<file path="config.mk">
export PLATFORM = sky130hd
export DESIGN_NAME = acm_addr_mod
export DESIGN_NICKNAME = d
export VERILOG_FILES = /design/src/hw/rtl/acm_pkg.sv /design/src/hw/rtl/acm_addr_mod.sv
export SDC_FILE = /design/constraint.sdc
export NUM_CORES = 1
export LEC_CHECK = 0
export BUFFER_PORTS_ARGS = -buffer_cell sky130_fd_sc_hd__buf_2
export CAP_MARGIN = 40
export CORE_MARGIN = 2
export CORE_UTILIZATION = 29
export DETAILED_ROUTE_END_ITERATION = 7
export PLACE_DENSITY_LB_ADDON = 0.08
export SLEW_MARGIN = 20
export SYNTH_ARGS = -nofsm -noshare
export SYNTH_HDL_FRONTEND = slang
export SYNTH_SLANG_ARGS = --single-unit
</file>
<file path="constraint.sdc">
create_clock -name clock -period 1.4 [get_ports clock]
set_input_delay 0.21 -clock clock [delete_from_list [all_inputs] [get_ports clock]]
set_output_delay 0.21 -clock clock [all_outputs]
set_load 0.005 [all_outputs]
</file>
<file path="src/hw/rtl/acm_pkg.sv">
// ----------------------------------------------------------------------------
// acm_pkg
// Shared types and constants of the accumulator machine core: the request and
// response payloads, the opcode set and the status codes.
// ----------------------------------------------------------------------------
package acm_pkg;

   localparam int WORD_W  = 64;
   localparam int BYTE_W  = 8;
   localparam int DIGIT_W = 8;

   typedef struct packed {
      logic              cmd;
      logic [9:0]        address;
      logic [WORD_W-1:0] value;
      logic [BYTE_W-1:0] in_char;
   } req_type;

   typedef enum logic [1:0] {
      ST_OK    = 2'd0,
      ST_END   = 2'd1,
      ST_RANGE = 2'd2,
      ST_BADOP = 2'd3
   } status_type;

   typedef struct packed {
      logic [WORD_W-1:0] acc;
      logic [WORD_W-1:0] ix;
      logic [WORD_W-1:0] pc;
      logic              flag;
      logic              out_valid;
      logic [BYTE_W-1:0] out_char;
      logic              inspect;
      status_type        status;
   } rsp_type;

   localparam logic CMD_WRITE = 1'b0;
   localparam logic CMD_STEP  = 1'b1;

   typedef enum logic [5:0] {
      OP_LDM   = 6'd0,  OP_LDD   = 6'd1,  OP_LDI   = 6'd2,  OP_LDX   = 6'd3,
      OP_LDR   = 6'd4,  OP_MOVIX = 6'd5,  OP_STO   = 6'd6,  OP_ADDI  = 6'd7,
      OP_ADDA  = 6'd8,  OP_SUBI  = 6'd9,  OP_SUBA  = 6'd10, OP_INCA  = 6'd11,
      OP_INCX  = 6'd12, OP_DECA  = 6'd13, OP_DECX  = 6'd14, OP_JMP   = 6'd15,
      OP_CMPA  = 6'd16, OP_CMPI  = 6'd17, OP_CMII  = 6'd18, OP_JPE   = 6'd19,
      OP_JPN   = 6'd20, OP_ANDI  = 6'd21, OP_ANDA  = 6'd22, OP_XORI  = 6'd23,
      OP_XORA  = 6'd24, OP_ORI   = 6'd25, OP_ORA   = 6'd26, OP_LSL   = 6'd27,
      OP_LSR   = 6'd28, OP_IN    = 6'd29, OP_OUT   = 6'd30, OP_END   = 6'd31,
      OP_ISP   = 6'd32
   } opcode_type;

   localparam int OP_W = 6;

endpackage

</file>
<file path="src/hw/rtl/acm_addr_mod.sv">
// ----------------------------------------------------------------------------
// acm_addr_mod
// Reduces a 64-bit word to a memory address modulo MEM_WORDS. Values already
// in range, and any value when MEM_WORDS is a power of two, are done in the
// next cycle; others take one digit of the word per cycle.
// ----------------------------------------------------------------------------
module acm_addr_mod import acm_pkg::*; #(
   parameter int MEM_WORDS = 1024
) (
   input  logic                         clock,
   input  logic                         reset,
   input  logic                         start,
   input  logic [WORD_W-1:0]            value,
   output logic                         done,
   output logic [$clog2(MEM_WORDS)-1:0] result
);

   localparam int  AW     = $clog2(MEM_WORDS);
   localparam int  RW     = AW + 1;
   localparam int  STEPS  = WORD_W / DIGIT_W;
   localparam int  CW     = $clog2(STEPS);
   localparam bit  POW2   = (MEM_WORDS & (MEM_WORDS - 1)) == 0;
   localparam logic [RW-1:0] MOD_VAL = RW'(MEM_WORDS);

   logic              busy_ff,  busy_in;
   logic              done_ff,  done_in;
   logic [CW-1:0]     cnt_ff,   cnt_in;
   logic [RW-1:0]     rem_ff,   rem_in;
   logic [WORD_W-1:0] shift_ff, shift_in;
   logic [AW-1:0]     res_ff,   res_in;
   logic [RW-1:0]     rem_step;
   logic              fast;

   assign fast = POW2 || (value < WORD_W'(MEM_WORDS));

   // Restoring remainder, one digit of the word (MSB first) per cycle.
   always_comb begin
      rem_step = rem_ff;
      for (int i = 0; i < DIGIT_W; i++) begin
         rem_step = {rem_step[RW-2:0], shift_ff[WORD_W-1-i]};
         if (rem_step >= MOD_VAL) begin
            rem_step = rem_step - MOD_VAL;
         end
      end
   end

   always_comb begin
      busy_in  = busy_ff;
      done_in  = 1'b0;
      cnt_in   = cnt_ff;
      rem_in   = rem_ff;
      shift_in = shift_ff;
      res_in   = res_ff;
      if (start) begin
         if (fast) begin
            res_in  = value[AW-1:0];
            done_in = 1'b1;
         end else begin
            busy_in  = 1'b1;
            rem_in   = '0;
            shift_in = value;
            cnt_in   = '0;
         end
      end else if (busy_ff) begin
         rem_in   = rem_step;
         shift_in = shift_ff << DIGIT_W;
         cnt_in   = cnt_ff + CW'(1);
         if (cnt_ff == CW'(STEPS - 1)) begin
            busy_in = 1'b0;
            done_in = 1'b1;
            res_in  = rem_step[AW-1:0];
         end
      end
   end

   always_ff @(posedge clock) begin
      if (reset) begin
         busy_ff <= 1'b0;
         done_ff <= 1'b0;
      end else begin
         busy_ff <= busy_in;
         done_ff <= done_in;
      end
      cnt_ff   <= cnt_in;
      rem_ff   <= rem_in;
      shift_ff <= shift_in;
      res_ff   <= res_in;
   end

   assign done   = done_ff;
   assign result = res_ff;

endmodule
</file>
# Yosys cells after proc, flatten, opt, wreduce, memory -nomap -nowiden
# Cells that the tools add are included.
[word_totals]
inputBits = 67
elab_cells = 44
ff_bits = 25
ramBits = 0
output_inout_bits = 11
mem_count = 0
mem_bits_ro = 0
latchBits = 0
[classes]
n_mul = 0
eq_ne = 1
bitwise_logic = 1
n_lt_le_gt_ge = 8
n_reduce_logical = 4
mux = 16
n_shift = 0
div = 0
add_sub_neg = 9
[op_table]
columns = ["cell", "n"]
rows = [
  ["two-way mux 10 bit", 11],
  [">= comparator 11 bit (second input constant)", 8],
  ["subtractor 10 x 1 -> 10 bit (second input constant)", 8],
  ["two-way mux 1 bit", 5],
  ["AND reduction 2 bit", 2],
  ["nonzero test 2 bit", 2],
  ["adder 3 x 1 -> 3 bit (second input constant)", 1],
  ["equality test 3 bit (second input constant)", 1],
  ["inverter 1 bit", 1],
]

# Depth between registers and ports, before layout
[logic_depth]
word_depth = 19
depth_mapped = 4
mapped_depth_nobuf = 4

# Least setup slack after synthesis
# No wires, ideal clock.
[synth_path]
path_type = "reg-to-reg"
from = "register cnt_ff[0]"
to = "register res_ff[0] (netlist: result[0]), enable pin"
period_less_slack_ps = 1317
setup_time_ps = 288
path_slack_ps = 83
t_arrival_ps = 1029
stages_incl_launch_ff = 4
n_path_buf = 0
t_required_ps = 1112
path_cell_list = "edfxtp_1 > ha_1 > ha_1 > a21o_1"
[synth_between]
elab_chain_cells = 3
[synth_lines]
columns = ["element", "line", "text"]
rows = [
  ["from (decl)", "acm_addr_mod.sv:27", "logic [CW-1:0] cnt_ff, cnt_in;"],
  ["from (signal assigned)", "acm_addr_mod.sv:84", "cnt_ff <= cnt_in;"],
  ["equality test 3 bit", "acm_addr_mod.sv:68", "if (cnt_ff == CW'(STEPS - 1)) begin"],
  ["nonzero test 2 bit (no source line)", "--", ""],
  ["AND reduction 2 bit (no source line)", "--", ""],
  ["to (signal assigned)", "acm_addr_mod.sv:87", "res_ff <= res_in;"],
  ["to (decl)", "acm_addr_mod.sv:30", "logic [AW-1:0] res_ff, res_in;"],
]
# No other way between the ends.
# A chain may end at the register's enable or synchronous reset.

# Final worst setup path
[layout_path]
from = "register cnt_ff[0]"
to = "register res_ff[7] (netlist: result[7]), enable pin"
# Same word-level chain as after synthesis.

==> reports/qor.yml <==
outcome:
  status: "finished, final reports clean"
logic_synthesis:
  avgSynthCellArea_um2: 17.0
  synthCells: 34
  syn_area_um2: 577
  yosys.area_share.adder: 0.0434
  synthXorXnorAreaFrac: 0
  synth_top_family_by_area: "simple AND/OR/NAND/NOR gates"
  yosys.area_share.simple: 0.178
  netlist-cell-type-count: 11
  synth_compound_area_frac: 0.0130
  synthesis.nets: 103
  ys_warn_count: 0
  yosysSeqAreaShare: 0.746
  synth_mux_area_frac: 0
  yosys_register_bits: 15
final_layout:
  drive_above_1_share: 0.492
  syn_to_final_growth_pct: 31.7
  num-fill-cells: 200
  antenna_cells: 0
  nNetsFinal: 131
  stdcell_count: 88
  final_common_cell: "buf_2"
  ff_latch_area_um2: 430
  final_cell_mix: "23 x buf_2, 13 x edfxtp_1, 10 x and2_1"
  multi_input_area_um2: 143
detailed_routing:
  vias: 348
  drc_errors: 0
  drtIter0Drc: 0
  ant_nets: 0
  drt_pre_antenna_iters: 1
  routedWlPerCell_um: 10.1
  post_drt_via_cell_ratio: 3.95
  drt_wl_total_um: 886
power:
  ir_drop_mv: 0.330
  power.density_nw_per_um2: 1080
  power.leakage_nw: 0.336
  p_total_mw: 0.823
critical_path:
  required_ns: 1.43
  r2r-start: "cnt_ff[0]"
  critPathKind: "register to register"
  worstPathArrival_ns: 1.37
  r2r_end: "result[7]"
  endpoint_kind: "register"
  crit_path_start_kind: "register"
  r2r_slack_ns: 0.06
  reg2reg_depth: 3
  crit_fanout: 11
floorplan:
  design.core.area_um2: 1920
  dieArea_um2: 2360
  die_x_um: 48.6
  ioPinCount: 78
  start_util: 0.300
  die_h_um: 48.6
  fp-row-count: 16
cts:
  cts_buffers: 3
  htree_levels: 1
  clk_latency_ns: 0.27
  cts_setup_buffers: 0
  cts_sinks: 15
  clk_path_buf_depth: 2
  cts_tree: "done"
  cts-root-buf: "clkbuf_4"
  clkTransAtPathRegs_ns: 0.09
sta:
  timing_hold_violations_final: 0
  relSlewSlack: 0.881
  max_freq_mhz: 746
  tightest_slew_ns: 0.178
  rsz0062_at_grt: "no"
  fin_crit_ns: 1.34
  fin_skew_ns: 0.00212
  finalCritPeriodShare: 0.957
  maxSlewViolCount: 0
  setup_viol: 0
min_path:
  hold_start: "reset"
  hold-path-cell-count: 2
  min_path_type: "input pin to register"
  hold_end: "done"
placement:
  dp_cells: 84
  portBuffers: 23
  gp_congestion: 0.638
job:
  cap_violations: 0
grt:
  antenna_found_initial: 0
  gr-usage-all-layers: 0.0855
  grt_overflow_total: 0
  grt_pass1_vias: 371
  grt_pass1_wl_mm: 1.52
  grt_max_degree: 14
## cell type report
cell class                 instances  area share
sequential                        15       0.567
multi-input combinational         17       0.188
timing repair buffer              24       0.161
tap                               27      0.0445
clock buffer                       4      0.0346
inverter                           1     0.00494
## report_power, final
part / switching (mW) / internal, mW
sequential: 0.00471 / 0.510
combinational: 0.0298 / 0.0387
clock: 0.129 / 0.110
## synthesized netlist by cell type
cell type / number / share of area
a21o_1: 1 / 0.013
and2_1: 10 / 0.11
and2b_1: 1 / 0.013
buf_4: 1 / 0.013
dfxtp_1: 2 / 0.069
edfxtp_1: 13 / 0.68
ha_1: 2 / 0.043
inv_1: 1 / 0.0065
nor2b_1: 1 / 0.011
nor2b_4: 1 / 0.024
nor3b_2: 1 / 0.022
## through the flow
stage | hold slack, ns | setup WS, ns | area [µm²] | util | setup TNS, ns
floorplan | 0.274 | 0.0834 | 577 | - | 0
global placement | 0.422 | -0.0514 | 726 | 0.378 | -0.555
detailed placement | 0.423 | -0.0400 | 726 | 0.378 | -0.430
CTS | 0.119 | 0.00355 | 753 | 0.392 | 0
global route | 0.108 | 0.00162 | 759 | 0.395 | 0
finish | 0.131 | 0.0599 | 759 | 0.395 | 0
## state kept, by name, indices dropped and copies added, names as in the netlist
| register | flops |
|---|---|
| result | 10 |
| cnt_ff | 3 |
| busy_ff | 1 |
| done | 1 |
## what timing repair did
item                                    in CTS  in global routing
hold buffers                                 0                  0
pin swaps                                    0                  0
endpoints found under the setup margin      11                 11
resized for setup                            1                  1
## worst max-delay path by stage
stage / start / end / slack, ns / cells past startpoint
after floorplan: cnt_ff[0] / result[0] / 0.08 / 3
after global placement: cnt_ff[0] / result[0] / -0.05 / 3
after detailed placement: cnt_ff[0] / result[5] / -0.04 / 3
after CTS: cnt_ff[0] / result[1] / 0.004 / 3
after global routing: cnt_ff[0] / result[1] / 0.002 / 3
final: cnt_ff[0] / result[7] / 0.06 / 3
## cell families after synthesis
logic type / Yosys count
adder cells (fa/ha/maj): 2
AO/OA/AOI/OAI: 1
buffers and inverters: 2
AND/OR/NAND/NOR: 14
flip-flops: 15
## worst max-delay path, stage by stage, from the launching register on
cell and delay, ns:
edfxtp_1 0.40, ha_1 0.21, ha_1 0.20, a21o_4 0.28
## routing by layer
metal / share of wire / track usage / vias up
li1: - / - / 172
met1: 0.43 / 0.0940 / 160
met2: 0.46 / 0.139 / 16
met3: 0.11 / 0.0401 / 0
met4: 0 / 0.0429 / 0
met5: 0 / 0 / -
No activity file was read; power rests on OpenSTA's default activity.
